===== config.mk =====
export PLATFORM = sky130hd
export DESIGN_NAME = xml_event_tokenizer
export DESIGN_NICKNAME = d
export VERILOG_FILES = /design/src/xet_pkg.sv /design/src/xet_core.sv /design/src/xet_out_fifo.sv /design/src/xml_event_tokenizer.sv
export SDC_FILE = /design/constraint.sdc
export NUM_CORES = 2
export LEC_CHECK = 0
export ABC_AREA = 1
export ABC_CLOCK_PERIOD_IN_PS = 10200
export BUFFER_PORTS_ARGS = -buffer_cell sky130_fd_sc_hd__buf_2
export CELL_PAD_IN_SITES_DETAIL_PLACEMENT = 1
export CELL_PAD_IN_SITES_GLOBAL_PLACEMENT = 1
export CORE_AREA = 4 4 509 511
export CTS_BUF_LIST = sky130_fd_sc_hd__clkbuf_16
export DETAILED_ROUTE_END_ITERATION = 8
export DIE_AREA = 0 0 513 515
export PLACE_DENSITY_LB_ADDON = 0.1
export SLEW_MARGIN = 20
export SYNTH_ARGS = -nofsm -noshare
export SYNTH_HDL_FRONTEND = slang
export SYNTH_SLANG_ARGS = --single-unit

===== constraint.sdc =====
create_clock -name clk -period 10.2 [get_ports clk]
set_input_delay 2.04 -clock clk [delete_from_list [all_inputs] [get_ports clk]]
set_output_delay 2.04 -clock clk [all_outputs]
set_load 0.05 [all_outputs]

===== src/xet_pkg.sv =====
`timescale 1ns / 1ps
// ----------------------------------------------------------------------------
// xet_pkg
// Shared types, codes and character helpers for the XML event tokenizer.
// ----------------------------------------------------------------------------
package xet_pkg;

  // Event kinds.
  localparam logic [3:0] KIND_TEXT      = 4'd0;
  localparam logic [3:0] KIND_OPEN      = 4'd1;
  localparam logic [3:0] KIND_ATTR      = 4'd2;
  localparam logic [3:0] KIND_CLOSE     = 4'd3;
  localparam logic [3:0] KIND_COMMENT   = 4'd4;
  localparam logic [3:0] KIND_PI        = 4'd5;
  localparam logic [3:0] KIND_CDATA     = 4'd6;
  localparam logic [3:0] KIND_DOC_PART  = 4'd7;
  localparam logic [3:0] KIND_DOC_END   = 4'd8;
  localparam logic [3:0] KIND_DONE      = 4'd9;

  // Error codes carried by the done event.
  localparam logic [2:0] ERR_NONE       = 3'd0;
  localparam logic [2:0] ERR_NO_DOC     = 3'd1;
  localparam logic [2:0] ERR_SYNTAX     = 3'd2;
  localparam logic [2:0] ERR_DEPTH      = 3'd3;
  localparam logic [2:0] ERR_BAD_CLOSE  = 3'd4;

  // Characters of interest.
  localparam logic [15:0] CH_LT    = 16'h003C;
  localparam logic [15:0] CH_GT    = 16'h003E;
  localparam logic [15:0] CH_SLASH = 16'h002F;
  localparam logic [15:0] CH_QMARK = 16'h003F;
  localparam logic [15:0] CH_EXCL  = 16'h0021;
  localparam logic [15:0] CH_DASH  = 16'h002D;
  localparam logic [15:0] CH_EQ    = 16'h003D;
  localparam logic [15:0] CH_SQUOT = 16'h0027;
  localparam logic [15:0] CH_DQUOT = 16'h0022;
  localparam logic [15:0] CH_LBRK  = 16'h005B;
  localparam logic [15:0] CH_RBRK  = 16'h005D;
  localparam logic [15:0] CH_UNDER = 16'h005F;
  localparam logic [15:0] CH_COLON = 16'h003A;
  localparam logic [15:0] CH_DOT   = 16'h002E;
  localparam logic [15:0] CH_UP_D  = 16'h0044;
  localparam logic [15:0] CH_UP_X  = 16'h0058;
  localparam logic [15:0] CH_LO_X  = 16'h0078;
  localparam logic [15:0] CH_UP_M  = 16'h004D;
  localparam logic [15:0] CH_LO_M  = 16'h006D;
  localparam logic [15:0] CH_UP_L  = 16'h004C;
  localparam logic [15:0] CH_LO_L  = 16'h006C;

  // One result event.
  typedef struct packed {
    logic [3:0]  kind;
    logic [31:0] name_start;
    logic [31:0] name_end;
    logic [31:0] data_start;
    logic [31:0] data_end;
    logic        ws_only;
    logic [7:0]  depth;
    logic [2:0]  err;
    logic        last;
  } event_t;

  // Events produced by one character step.
  typedef struct packed {
    logic [1:0] cnt;
    event_t     ev1;
    event_t     ev0;
  } push_t;

  function automatic logic is_sp(input logic [15:0] c);
    return (c == 16'h0020) || (c >= 16'h0009 && c <= 16'h000D);
  endfunction

  function automatic logic is_al(input logic [15:0] c);
    return (c >= 16'h0041 && c <= 16'h005A) || (c >= 16'h0061 && c <= 16'h007A);
  endfunction

  function automatic logic is_dg(input logic [15:0] c);
    return c >= 16'h0030 && c <= 16'h0039;
  endfunction

  function automatic logic name_first(input logic [15:0] c);
    return is_al(c) || c == CH_UNDER || c == CH_COLON;
  endfunction

  function automatic logic name_next(input logic [15:0] c);
    return name_first(c) || is_dg(c) || c == CH_DASH || c == CH_DOT;
  endfunction

  // Keyword letters, indexed by the match count.
  function automatic logic [15:0] kw_doctype(input logic [2:0] i);
    logic [15:0] c;
    case (i)
      3'd0: c = 16'h0044;
      3'd1: c = 16'h004F;
      3'd2: c = 16'h0043;
      3'd3: c = 16'h0054;
      3'd4: c = 16'h0059;
      3'd5: c = 16'h0050;
      3'd6: c = 16'h0045;
      default: c = 16'h0000;
    endcase
    return c;
  endfunction

  function automatic logic [15:0] kw_cdata(input logic [2:0] i);
    logic [15:0] c;
    case (i)
      3'd0: c = 16'h005B;
      3'd1: c = 16'h0043;
      3'd2: c = 16'h0044;
      3'd3: c = 16'h0041;
      3'd4: c = 16'h0054;
      3'd5: c = 16'h0041;
      3'd6: c = 16'h005B;
      default: c = 16'h0000;
    endcase
    return c;
  endfunction

endpackage


===== src/xet_core.sv =====
`timescale 1ns / 1ps
// ----------------------------------------------------------------------------
// xet_core
// Tokenizer state and the combinational step that turns one code unit into
// up to two events.
// ----------------------------------------------------------------------------
module xet_core #(
  parameter int MAX_DEPTH     = 255,
  parameter int POSITION_BITS = 32
) (
  input  logic           clk,
  input  logic           rst_n,
  input  logic           step_go,
  input  logic [15:0]    char_code,
  input  logic           is_end,
  output xet_pkg::push_t push
);
  import xet_pkg::*;

  localparam int PB = POSITION_BITS;
  localparam int DW = $clog2(MAX_DEPTH + 1);

  typedef enum logic [4:0] {
    S_READY, S_TAG_BEGIN, S_TAG_NAME, S_TAG_INSIDE, S_TAG_END, S_ATTR_NAME,
    S_ATTR_EQ, S_ATTR_QUOTE, S_ATTR_VALUE, S_CLOSE, S_CLOSE_NAME, S_CLOSE_END,
    S_QMARK, S_PI, S_EXCL, S_EXCL_DASH, S_EXCL_DOCTYPE, S_EXCL_CDATA,
    S_COMMENT, S_CDATA, S_DOCTYPE, S_DOCTYPE_TEXT, S_DOCTYPE_ATTR
  } pstate_t;

  typedef enum logic [2:0] {
    E_PLAIN, E_SELF, E_XMLDECL, E_DOCTYPE, E_CDATA
  } ekind_t;

  typedef struct packed {
    pstate_t        ps;
    logic [PB-1:0]  pos;
    logic [PB-1:0]  tm;
    logic [PB-1:0]  tn0;
    logic [PB-1:0]  tn1;
    logic [PB-1:0]  an0;
    logic [PB-1:0]  an1;
    logic [PB-1:0]  dm;
    logic [15:0]    quote;
    ekind_t         ek;
    logic [2:0]     mc;
    logic           tas;
    logic [2:0]     dparts;
    logic [DW-1:0]  dep;
    logic           err;
  } st_t;

  st_t st_r, st_nxt;
  event_t ev_a, ev_b;
  logic [1:0] n_ev;

  // Positions are reported in 32 bits.
  function automatic logic [31:0] p32(input logic [PB-1:0] p);
    logic [63:0] t;
    t = 64'(p);
    return t[31:0];
  endfunction

  function automatic event_t mk_ev(input logic [3:0] kind,
                                   input logic [PB-1:0] ns, input logic [PB-1:0] ne,
                                   input logic [PB-1:0] ds, input logic [PB-1:0] de,
                                   input logic ws, input logic [DW-1:0] dep,
                                   input logic [2:0] err);
    event_t e;
    logic [15:0] d16;
    d16 = 16'(dep);
    e.kind       = kind;
    e.name_start = p32(ns);
    e.name_end   = p32(ne);
    e.data_start = p32(ds);
    e.data_end   = p32(de);
    e.ws_only    = ws;
    e.depth      = d16[7:0];
    e.err        = err;
    e.last       = 1'b0;
    return e;
  endfunction

  // One character step; the inner pass runs again at most once when a name
  // ends and the same unit must be seen by the following state.
  always_comb begin
    st_t         s;
    logic        again;
    logic        fall;
    logic [PB-1:0] p;
    logic [PB-1:0] zp;
    event_t      e;
    logic [15:0] ch;
    s     = st_r;
    ev_a  = '0;
    ev_b  = '0;
    n_ev  = 2'd0;
    again = 1'b0;
    fall  = 1'b0;
    e     = '0;
    ch    = char_code;
    p     = st_r.pos;
    zp    = '0;
    if (!st_r.err) begin
      if (is_end) begin
        if (st_r.pos == zp) e = mk_ev(KIND_DONE, zp, zp, zp, zp, 1'b0, s.dep, ERR_NO_DOC);
        else if (s.dep != '0 || s.ps != S_READY)
          e = mk_ev(KIND_DONE, zp, zp, zp, zp, 1'b0, s.dep, ERR_SYNTAX);
        else e = mk_ev(KIND_DONE, zp, zp, zp, zp, 1'b0, s.dep, ERR_NONE);
        ev_a  = e;
        n_ev  = 2'd1;
        s.err = 1'b1;
      end else begin
        for (int pass = 0; pass < 2; pass++) begin
          if (pass == 0 || (again && !s.err)) begin
            again = 1'b0;
            e     = '0;
            fall  = 1'b0;
            case (s.ps)
              S_READY: begin
                if (ch == CH_LT) begin
                  if (s.tm != p) begin
                    e = mk_ev(KIND_TEXT, zp, zp, s.tm, p, s.tas, s.dep, ERR_NONE);
                    if (n_ev[0]) ev_b = e; else ev_a = e;
                    n_ev = n_ev + 2'd1;
                  end
                  s.ps = S_TAG_BEGIN;
                end else if (!is_sp(ch)) s.tas = 1'b0;
              end
              S_TAG_BEGIN: begin
                if (name_first(ch)) begin
                  s.tn0 = p;
                  s.ps  = S_TAG_NAME;
                end else if (ch == CH_SLASH) s.ps = S_CLOSE;
                else if (ch == CH_QMARK) begin
                  s.ps = S_QMARK;
                  s.mc = 3'd0;
                end else if (ch == CH_EXCL) s.ps = S_EXCL;
                else if (!is_sp(ch)) fall = 1'b1;
                if (fall) begin
                  e = mk_ev(KIND_DONE, zp, zp, zp, zp, 1'b0, s.dep, ERR_SYNTAX);
                  if (n_ev[0]) ev_b = e; else ev_a = e;
                  n_ev  = n_ev + 2'd1;
                  s.err = 1'b1;
                end
              end
              S_TAG_NAME: begin
                if (!name_next(ch)) begin
                  s.tn1 = p;
                  if (s.dep >= DW'(MAX_DEPTH)) begin
                    e = mk_ev(KIND_DONE, zp, zp, zp, zp, 1'b0, s.dep, ERR_DEPTH);
                    if (n_ev[0]) ev_b = e; else ev_a = e;
                    n_ev  = n_ev + 2'd1;
                    s.err = 1'b1;
                  end else begin
                    s.dep = s.dep + DW'(1);
                    s.ek  = E_PLAIN;
                    e = mk_ev(KIND_OPEN, s.tn0, s.tn1, zp, zp, 1'b0, s.dep, ERR_NONE);
                    if (n_ev[0]) ev_b = e; else ev_a = e;
                    n_ev  = n_ev + 2'd1;
                    s.ps  = S_TAG_INSIDE;
                    again = 1'b1;
                  end
                end
              end
              S_TAG_INSIDE: begin
                if (!is_sp(ch)) begin
                  if (is_al(ch) || ch == CH_UNDER) begin
                    s.an0 = p;
                    s.ps  = S_ATTR_NAME;
                  end else if (s.ek == E_PLAIN && ch == CH_SLASH) begin
                    s.ek = E_SELF;
                    s.ps = S_TAG_END;
                  end else if (s.ek == E_PLAIN && ch == CH_GT) begin
                    s.ps  = S_READY;
                    s.tm  = p + PB'(1);
                    s.tas = 1'b1;
                  end else if (s.ek == E_XMLDECL && ch == CH_QMARK) s.ps = S_TAG_END;
                  else begin
                    e = mk_ev(KIND_DONE, zp, zp, zp, zp, 1'b0, s.dep, ERR_SYNTAX);
                    if (n_ev[0]) ev_b = e; else ev_a = e;
                    n_ev  = n_ev + 2'd1;
                    s.err = 1'b1;
                  end
                end
              end
              S_TAG_END: begin
                if (ch == CH_GT) begin
                  s.ps  = S_READY;
                  s.tm  = p + PB'(1);
                  s.tas = 1'b1;
                  if (s.ek == E_SELF) fall = 1'b1;
                end
              end
              S_ATTR_NAME: begin
                if (!name_next(ch)) begin
                  s.an1 = p;
                  s.ps  = S_ATTR_EQ;
                  again = 1'b1;
                end
              end
              S_ATTR_EQ: begin
                if (ch == CH_EQ) s.ps = S_ATTR_QUOTE;
                else if (!is_sp(ch)) begin
                  e = mk_ev(KIND_DONE, zp, zp, zp, zp, 1'b0, s.dep, ERR_SYNTAX);
                  if (n_ev[0]) ev_b = e; else ev_a = e;
                  n_ev  = n_ev + 2'd1;
                  s.err = 1'b1;
                end
              end
              S_ATTR_QUOTE: begin
                if (ch == CH_SQUOT || ch == CH_DQUOT) begin
                  s.quote = ch;
                  s.dm    = p + PB'(1);
                  s.ps    = S_ATTR_VALUE;
                end else if (!is_sp(ch)) begin
                  e = mk_ev(KIND_DONE, zp, zp, zp, zp, 1'b0, s.dep, ERR_SYNTAX);
                  if (n_ev[0]) ev_b = e; else ev_a = e;
                  n_ev  = n_ev + 2'd1;
                  s.err = 1'b1;
                end
              end
              S_ATTR_VALUE: begin
                if (ch == s.quote) begin
                  e = mk_ev(KIND_ATTR, s.an0, s.an1, s.dm, p, 1'b0, s.dep, ERR_NONE);
                  if (n_ev[0]) ev_b = e; else ev_a = e;
                  n_ev = n_ev + 2'd1;
                  s.ps = S_TAG_INSIDE;
                end
              end
              S_CLOSE: begin
                if (name_first(ch)) begin
                  s.tn0 = p;
                  s.ps  = S_CLOSE_NAME;
                end else begin
                  e = mk_ev(KIND_DONE, zp, zp, zp, zp, 1'b0, s.dep, ERR_SYNTAX);
                  if (n_ev[0]) ev_b = e; else ev_a = e;
                  n_ev  = n_ev + 2'd1;
                  s.err = 1'b1;
                end
              end
              S_CLOSE_NAME: begin
                if (!name_next(ch)) begin
                  s.tn1 = p;
                  s.ps  = S_CLOSE_END;
                  again = 1'b1;
                end
              end
              S_CLOSE_END: begin
                if (ch == CH_GT) begin
                  s.ps  = S_READY;
                  s.tm  = p + PB'(1);
                  s.tas = 1'b1;
                  fall  = 1'b1;
                end else if (!is_sp(ch)) begin
                  e = mk_ev(KIND_DONE, zp, zp, zp, zp, 1'b0, s.dep, ERR_SYNTAX);
                  if (n_ev[0]) ev_b = e; else ev_a = e;
                  n_ev  = n_ev + 2'd1;
                  s.err = 1'b1;
                end
              end
              S_QMARK: begin
                if (s.mc == 3'd3) begin
                  if (is_sp(ch)) begin
                    s.ek = E_XMLDECL;
                    s.ps = S_TAG_INSIDE;
                  end else fall = 1'b1;
                end else if ((s.mc == 3'd0 && (ch == CH_LO_X || ch == CH_UP_X)) ||
                             (s.mc == 3'd1 && (ch == CH_LO_M || ch == CH_UP_M)) ||
                             (s.mc == 3'd2 && (ch == CH_LO_L || ch == CH_UP_L))) begin
                  s.mc = s.mc + 3'd1;
                end else fall = 1'b1;
                // Not an XML declaration: becomes a PI, re-scanning this unit
                // when some keyword letters were already taken.
                if (fall) begin
                  s.dm = p - PB'(s.mc);
                  s.ps = S_PI;
                  if (s.mc != 3'd0) begin
                    s.mc = 3'd0;
                    if (ch == CH_QMARK) s.mc = 3'd1;
                  end
                end
              end
              S_PI: begin
                if (ch == CH_QMARK) s.mc = 3'd1;
                else if (ch == CH_GT && s.mc == 3'd1) begin
                  e = mk_ev(KIND_PI, zp, zp, s.dm, p - PB'(1), 1'b0, s.dep, ERR_NONE);
                  if (n_ev[0]) ev_b = e; else ev_a = e;
                  n_ev  = n_ev + 2'd1;
                  s.ps  = S_READY;
                  s.tm  = p + PB'(1);
                  s.tas = 1'b1;
                end else s.mc = 3'd0;
              end
              S_EXCL: begin
                if (ch == CH_DASH) s.ps = S_EXCL_DASH;
                else if (ch == CH_UP_D) begin
                  s.ps = S_EXCL_DOCTYPE;
                  s.mc = 3'd1;
                end else if (ch == CH_LBRK) begin
                  s.ps = S_EXCL_CDATA;
                  s.mc = 3'd1;
                end else begin
                  e = mk_ev(KIND_DONE, zp, zp, zp, zp, 1'b0, s.dep, ERR_SYNTAX);
                  if (n_ev[0]) ev_b = e; else ev_a = e;
                  n_ev  = n_ev + 2'd1;
                  s.err = 1'b1;
                end
              end
              S_EXCL_DASH: begin
                if (ch == CH_DASH) begin
                  s.dm = p + PB'(1);
                  s.mc = 3'd0;
                  s.ps = S_COMMENT;
                end else begin
                  e = mk_ev(KIND_DONE, zp, zp, zp, zp, 1'b0, s.dep, ERR_SYNTAX);
                  if (n_ev[0]) ev_b = e; else ev_a = e;
                  n_ev  = n_ev + 2'd1;
                  s.err = 1'b1;
                end
              end
              S_EXCL_DOCTYPE: begin
                if (s.mc == 3'd7) begin
                  if (is_sp(ch)) begin
                    s.ek     = E_DOCTYPE;
                    s.dparts = 3'd0;
                    s.ps     = S_DOCTYPE;
                  end else fall = 1'b1;
                end else if (ch == kw_doctype(s.mc)) s.mc = s.mc + 3'd1;
                else fall = 1'b1;
                if (fall) begin
                  e = mk_ev(KIND_DONE, zp, zp, zp, zp, 1'b0, s.dep, ERR_SYNTAX);
                  if (n_ev[0]) ev_b = e; else ev_a = e;
                  n_ev  = n_ev + 2'd1;
                  s.err = 1'b1;
                end
              end
              S_EXCL_CDATA: begin
                if (s.mc != 3'd7 && ch == kw_cdata(s.mc)) begin
                  s.mc = s.mc + 3'd1;
                  if (s.mc == 3'd7) begin
                    s.ek = E_CDATA;
                    s.dm = p + PB'(1);
                    s.mc = 3'd0;
                    s.ps = S_CDATA;
                  end
                end else begin
                  e = mk_ev(KIND_DONE, zp, zp, zp, zp, 1'b0, s.dep, ERR_SYNTAX);
                  if (n_ev[0]) ev_b = e; else ev_a = e;
                  n_ev  = n_ev + 2'd1;
                  s.err = 1'b1;
                end
              end
              S_COMMENT, S_CDATA: begin
                // Terminator scan for "-->" or "]]>".
                if ((s.ps == S_COMMENT && ch == CH_DASH) ||
                    (s.ps == S_CDATA && ch == CH_RBRK)) begin
                  if (s.mc < 3'd2) s.mc = s.mc + 3'd1;
                end else if (ch == CH_GT && s.mc == 3'd2) begin
                  e = mk_ev((s.ps == S_COMMENT) ? KIND_COMMENT : KIND_CDATA, zp, zp,
                            s.dm, p - PB'(2), 1'b0, s.dep, ERR_NONE);
                  if (n_ev[0]) ev_b = e; else ev_a = e;
                  n_ev  = n_ev + 2'd1;
                  s.ps  = S_READY;
                  s.tm  = p + PB'(1);
                  s.tas = 1'b1;
                end else s.mc = 3'd0;
              end
              S_DOCTYPE: begin
                if (!is_sp(ch)) begin
                  if (ch == CH_GT) begin
                    e = mk_ev(KIND_DOC_END, zp, zp, zp, zp, 1'b0, s.dep, ERR_NONE);
                    if (n_ev[0]) ev_b = e; else ev_a = e;
                    n_ev  = n_ev + 2'd1;
                    s.ps  = S_READY;
                    s.tm  = p + PB'(1);
                    s.tas = 1'b1;
                  end else if (s.dparts < 3'd2 && (is_al(ch) || ch == CH_UNDER)) begin
                    s.dm = p;
                    s.ps = S_DOCTYPE_TEXT;
                  end else if (s.dparts >= 3'd2 && s.dparts < 3'd4 && ch == CH_DQUOT) begin
                    s.dm = p + PB'(1);
                    s.ps = S_DOCTYPE_ATTR;
                  end else begin
                    e = mk_ev(KIND_DONE, zp, zp, zp, zp, 1'b0, s.dep, ERR_SYNTAX);
                    if (n_ev[0]) ev_b = e; else ev_a = e;
                    n_ev  = n_ev + 2'd1;
                    s.err = 1'b1;
                  end
                end
              end
              S_DOCTYPE_TEXT: begin
                if (!name_next(ch)) begin
                  e = mk_ev(KIND_DOC_PART, zp, zp, s.dm, p, 1'b0, s.dep, ERR_NONE);
                  if (n_ev[0]) ev_b = e; else ev_a = e;
                  n_ev     = n_ev + 2'd1;
                  s.dparts = s.dparts + 3'd1;
                  s.ps     = S_DOCTYPE;
                  again    = 1'b1;
                end
              end
              S_DOCTYPE_ATTR: begin
                if (ch == CH_DQUOT) begin
                  e = mk_ev(KIND_DOC_PART, zp, zp, s.dm, p, 1'b0, s.dep, ERR_NONE);
                  if (n_ev[0]) ev_b = e; else ev_a = e;
                  n_ev     = n_ev + 2'd1;
                  s.dparts = s.dparts + 3'd1;
                  s.ps     = S_DOCTYPE;
                end
              end
              default: begin
                e = mk_ev(KIND_DONE, zp, zp, zp, zp, 1'b0, s.dep, ERR_SYNTAX);
                if (n_ev[0]) ev_b = e; else ev_a = e;
                n_ev  = n_ev + 2'd1;
                s.err = 1'b1;
              end
            endcase
            // Element close after "/>" or "</name>".
            if (fall && (s.ps == S_READY)) begin
              if (s.dep == '0) begin
                e = mk_ev(KIND_DONE, zp, zp, zp, zp, 1'b0, s.dep, ERR_BAD_CLOSE);
                s.err = 1'b1;
              end else begin
                s.dep = s.dep - DW'(1);
                e = mk_ev(KIND_CLOSE, s.tn0, s.tn1, zp, zp, 1'b0, s.dep, ERR_NONE);
              end
              if (n_ev[0]) ev_b = e; else ev_a = e;
              n_ev = n_ev + 2'd1;
            end
          end
        end
        s.pos = p + PB'(1);
      end
    end
    // Mark the last event of this step.
    if (n_ev == 2'd2) ev_b.last = 1'b1;
    else if (n_ev == 2'd1) ev_a.last = 1'b1;
    st_nxt = s;
  end

  // State registers.
  always_ff @(posedge clk) begin
    if (!rst_n) begin
      st_r       <= '0;
      st_r.ps    <= S_READY;
      st_r.ek    <= E_PLAIN;
      st_r.tas   <= 1'b1;
    end else if (step_go) begin
      st_r <= st_nxt;
    end
  end

  assign push.cnt = step_go ? n_ev : 2'd0;
  assign push.ev0 = ev_a;
  assign push.ev1 = ev_b;

endmodule


===== src/xet_out_fifo.sv =====
`timescale 1ns / 1ps
// ----------------------------------------------------------------------------
// xet_out_fifo
// Four-entry result queue that takes up to two events a cycle and hands out
// one.
// ----------------------------------------------------------------------------
module xet_out_fifo (
  input  logic            clk,
  input  logic            rst_n,
  input  xet_pkg::push_t  push,
  input  logic            pop,
  output logic [2:0]      count,
  output xet_pkg::event_t head
);
  import xet_pkg::*;

  event_t     mem_r [4];
  logic [1:0] wr_r, wr_nxt;
  logic [1:0] rd_r, rd_nxt;
  logic [2:0] cnt_r, cnt_nxt;

  // Pointer and fill count update.
  always_comb begin
    wr_nxt  = wr_r + push.cnt;
    rd_nxt  = rd_r + {1'b0, pop};
    cnt_nxt = cnt_r + {1'b0, push.cnt} - {2'b00, pop};
  end

  always_ff @(posedge clk) begin
    if (!rst_n) begin
      wr_r  <= 2'd0;
      rd_r  <= 2'd0;
      cnt_r <= 3'd0;
    end else begin
      wr_r  <= wr_nxt;
      rd_r  <= rd_nxt;
      cnt_r <= cnt_nxt;
    end
  end

  // Entry storage.
  always_ff @(posedge clk) begin
    if (push.cnt != 2'd0) mem_r[wr_r] <= push.ev0;
    if (push.cnt == 2'd2) mem_r[wr_r + 2'd1] <= push.ev1;
  end

  assign count = cnt_r;
  assign head  = mem_r[rd_r];

endmodule


===== src/xml_event_tokenizer.sv =====
`timescale 1ns / 1ps
// ----------------------------------------------------------------------------
// xml_event_tokenizer
// Streaming XML tokenizer: one UTF-16 code unit per input transaction,
// SAX-style events with position spans out.
// ----------------------------------------------------------------------------
// Each accepted code unit is held in an input register until it is stepped,
// and the whole tokenizer step is done combinationally on it, writing zero,
// one or two events into a four-entry result queue. A unit is taken every
// cycle while the queue has room for two events, so the input runs at one
// unit per clock as long as results are drained at least as fast as they are
// made; a unit's two events leave one at a time. Events leave with the kind
// on out_tuser and the last event of each input unit flagged on out_tlast.
// After a done event the block reports nothing further until reset.
module xml_event_tokenizer #(
  parameter int MAX_DEPTH     = 255,
  parameter int POSITION_BITS = 32
) (
  input  logic         clk,
  input  logic         rst_n,
  input  logic         in_tvalid,
  output logic         in_tready,
  input  logic [15:0]  in_tdata,   // char_code
  input  logic         in_tlast,   // is_end
  output logic         out_tvalid,
  input  logic         out_tready,
  output logic [143:0] out_tdata,  // name_start, name_end, data_start, data_end,
                                   // whitespace_only, nesting_depth, error_code, 0 pad
  output logic [3:0]   out_tuser,  // event_kind
  output logic         out_tlast   // last_of_run
);
  import xet_pkg::*;

  logic        in_vld_r;
  logic [15:0] in_char_r;
  logic        in_end_r;
  logic        step_go;
  logic [2:0]  q_count;
  push_t       push;
  event_t      head;

  // A step fires when the queue can take two more events.
  assign step_go   = in_vld_r && (q_count <= 3'd2);
  assign in_tready = !in_vld_r || step_go;

  // Input register.
  always_ff @(posedge clk) begin
    if (!rst_n) begin
      in_vld_r <= 1'b0;
    end else if (in_tready) begin
      in_vld_r <= in_tvalid;
    end
  end

  always_ff @(posedge clk) begin
    if (in_tvalid && in_tready) begin
      in_char_r <= in_tdata;
      in_end_r  <= in_tlast;
    end
  end

  xet_core #(
    .MAX_DEPTH    (MAX_DEPTH),
    .POSITION_BITS(POSITION_BITS)
  ) u_core (
    .clk      (clk),
    .rst_n    (rst_n),
    .step_go  (step_go),
    .char_code(in_char_r),
    .is_end   (in_end_r),
    .push     (push)
  );

  xet_out_fifo u_fifo (
    .clk  (clk),
    .rst_n(rst_n),
    .push (push),
    .pop  (out_tvalid && out_tready),
    .count(q_count),
    .head (head)
  );

  // Result channel.
  assign out_tvalid = (q_count != 3'd0);
  assign out_tuser  = head.kind;
  assign out_tlast  = head.last;
  assign out_tdata  = {4'd0, head.err, head.depth, head.ws_only, head.data_end,
                       head.data_start, head.name_end, head.name_start};

  // The queue never holds more than four events.
  a_fill_bound: assert property (@(posedge clk) disable iff (!rst_n)
    q_count <= 3'd4) else $error("result queue overfilled");

  // A step never pushes more than the free space.
  a_push_room: assert property (@(posedge clk) disable iff (!rst_n)
    ({1'b0, q_count} + {2'b00, push.cnt}) <= 4'd4) else $error("push overflow");

  // A done event always closes the run of its input unit.
  a_done_last: assert property (@(posedge clk) disable iff (!rst_n)
    (out_tvalid && out_tuser == KIND_DONE) |-> out_tlast)
    else $error("done event not last");

endmodule


==> results.json <==
{
  "cts_tree": "done",
  "final_cell_mix": "nand2_1 (3378), o21ai_0 (1416), nor2_1 (1352)",
  "yosysWarningCount": 0,
  "ctsResizeCount": 0,
  "grt_pass1_wl_um": 732000,
  "required_ps": 10610,
  "synth_ff_type": "edfxtp_1",
  "post_cts.repair.setup_buffers": 0,
  "cp-start-kind": "flip-flop",
  "finalSetupViolCount": 0,
  "fillCellCount": 32362,
  "highest_layer": "met5",
  "dpl_cell_area_um2": 82300,
  "finalWeightedCongestion": 1.06,
  "worst_hold_slack_ps": 466,
  "ys_ff_latch": 869,
  "drc": 0,
  "final_core_util_pct": 33.8,
  "ioPinCount": 172,
  "ir_drop_mv": 0.163,
  "syn_to_final_growth_pct": 13.0,
  "cts.sinks": 869,
  "postSynthCellCount": 12011,
  "grt_setup_unrepaired": "no",
  "drtIter0Drc": 12044,
  "mostFrequentLayoutCell": "nand2_1",
  "cap_violations": 0,
  "post_drt_wl_per_cell_um": 34.4,
  "antenna_found_initial": 41,
  "ant_nets": 0,
  "clk_latency_ps": 850,
  "path_common_cell": "nand2_1",
  "cp.arrival_ps": 9900,
  "place_ws_ps": 467,
  "async_reset_ff_share_pct": 0,
  "final.period_utilization_pct": 93.1,
  "final.min_clock_period_ps": 9490,
  "tightest_slew_ps": 1320,
  "cts_buffers": 112,
  "clk_pin_slew_ps": 60,
  "cts_buffer_depth": 3,
  "global_route.overflow_total": 0,
  "h-tree-depth": 3,
  "syn-cell-area_um2": 76000,
  "max_freq_mhz": 105,
  "postRouteWirelength_um": 529000,
  "viasPerCell": 6.21,
  "first_pass_iters": 6,
  "status": "completed",
  "grt_max_degree": 139,
  "synth_cell_type_count": 72,
  "slew_viol_final": 0,
  "dieArea_um2": 264000,
  "path_class": "reg2reg",
  "grt_use_total_pct": 38.3,
  "yosysSeqAreaShare_pct": 30.7,
  "cp_slowest_cell": "edfxtp_1",
  "path_delay_family": "simple AND/OR/NAND/NOR gates",
  "met3_length_um": 52600,
  "cp_max_fo": 30,
  "cpPeakStageDelay_ps": 690,
  "die_w_um": 513,
  "start_util_pct": 29.9,
  "synth-edff-count": 597,
  "vias": 95678,
  "placementRows": 185,
  "hpwl_um": 372000,
  "skew_ps": 85.7,
  "core_area_um2": 254000,
  "hold_class": "reg2reg",
  "maxSlewHeadroom_pct": 10.8,
  "hold_buffers": 0,
  "syn_avg_cell_area_um2": 6.33,
  "drt-met1-wl_um": 224000,
  "hold_viol": 0,
  "critPathCaptureType": "flip-flop",
  "total_leakage_power_nw": 35.6,
  "grt_pass1_vias": 91729,
  "die_y_um": 515,
  "numPortBuffers": 167,
  "num-nets-final": 12001,
  "drive_above_1_share_pct": 8.84,
  "wl_met2_um": 217000,
  "final_cell_area_um2": 86000,
  "finalSetupTns_ps": 0,
  "cts_root_buf": "clkbuf_16",
  "cp.buffers_inverters": 8,
  "power.density_nw_per_um2": 144,
  "layout_setup_ws_ps": 708
}
[cell type report]
class / count / area [µm²] / share of cell area, %
inverter: 959 / 3640 / 4.24
sequential: 869 / 23400 / 27.2
clock buffer: 112 / 2800 / 3.26
multi-input combinational: 9280 / 45700 / 53.2
timing repair buffer: 703 / 5390 / 6.27
antenna: 11 / 27.5 / 0.0320
tap: 3366 / 4210 / 4.90
clock inverter: 97 / 810 / 0.942
[cell usage after synthesis, drive strengths merged (14+ instances only)]
cell | number | area [µm²]
a21oi | 558 | 2810
nor2 | 1391 | 5330
buf | 221 | 1090
o311ai | 34 | 298
o221ai | 95 | 832
nand3b | 14 | 105
a211oi | 51 | 388
edfxtp | 597 | 17900
nand2 | 3407 | 12800
nand3 | 546 | 2790
clkinv | 30 | 113
o211ai | 283 | 2120
a22oi | 30 | 225
nor3 | 142 | 726
clkbuf | 685 | 2570
a21boi | 32 | 240
o22ai | 284 | 1780
nand4 | 178 | 1160
o2111ai | 50 | 438
dfxtp | 272 | 5450
inv | 929 | 3490
nor4 | 64 | 400
o21bai | 172 | 1290
a221oi | 34 | 298
o21ai | 1453 | 7270
xor2 | 147 | 1290
or2 | 18 | 113
ha | 52 | 651
a41oi | 118 | 1030
a31oi | 42 | 263
[registers in the layout, indices dropped and copies added, names as in the netlist]
signal and count:
u_fifo.mem_r 580, u_core.st_r 264, u_fifo.rd_r 2, in_end_r 1, in_vld_r 1, in_char_r 16
u_fifo.wr_r 2, u_fifo.count 3
[tightest hold or removal path, delay by kind of cell, from the launching register on]
family	cells	cell delay [ps]
AO/OA/AOI/OAI	1	50
buffers and inverters	1	50
flip-flops	1	320
[metrics by stage]
stage               std cells  power, W
global placement        15171   0.00821
detailed placement      15173   0.00825
CTS                     15382    0.0123
finish                  15397    0.0124
floorplan               12014   0.00657
global route            15387    0.0127
[path summary, 6_finish.rpt]
path | slack (ps) | endpoint | depth (start not counted) | start
worst max register to register | 710 | u_fifo.mem_r[3][27]$_DFFE_PP_ | 35 | in_char_r[4]$_DFFE_PP_
worst min register to register | 470 | u_core.st_r[24]$_SDFFE_PN0P_ | 2 | u_core.st_r[24]$_SDFFE_PN0P_
worst max-delay path | 710 | u_fifo.mem_r[3][27]$_DFFE_PP_ | 35 | in_char_r[4]$_DFFE_PP_
worst min-delay path | 470 | u_core.st_r[24]$_SDFFE_PN0P_ | 2 | u_core.st_r[24]$_SDFFE_PN0P_
[where the power goes]
group	total [W]	internal, W	leakage (nW)	switching [W]
Clock	0.00407	0.00219	1.83	0.00188
Sequential	0.00397	0.00385	7.40	0.000120
Combinational	0.00431	0.000837	26.4	0.00347
[cell families after synthesis]
logic type      count (synthesis)  synth area share (%)
other cells                     1               0.00493
mux                             1                0.0148
xor+xnor                      152                  1.75
buf+inv                      1865                  9.55
flops                         869                  30.7
compound gates               3298                  26.1
simple gates                 5770                  30.9
fa+ha+maj                      55                 0.935
[routing by layer]
metal | up-vias | track usage [%]
met3 | 1329 | 8.78
met5 | - | 0
met4 | 22 | 21.8
met2 | 5268 | 55.9
met1 | 48129 | 51.9
li1 | 40930 | -
Power figures use the tool's default switching activity.
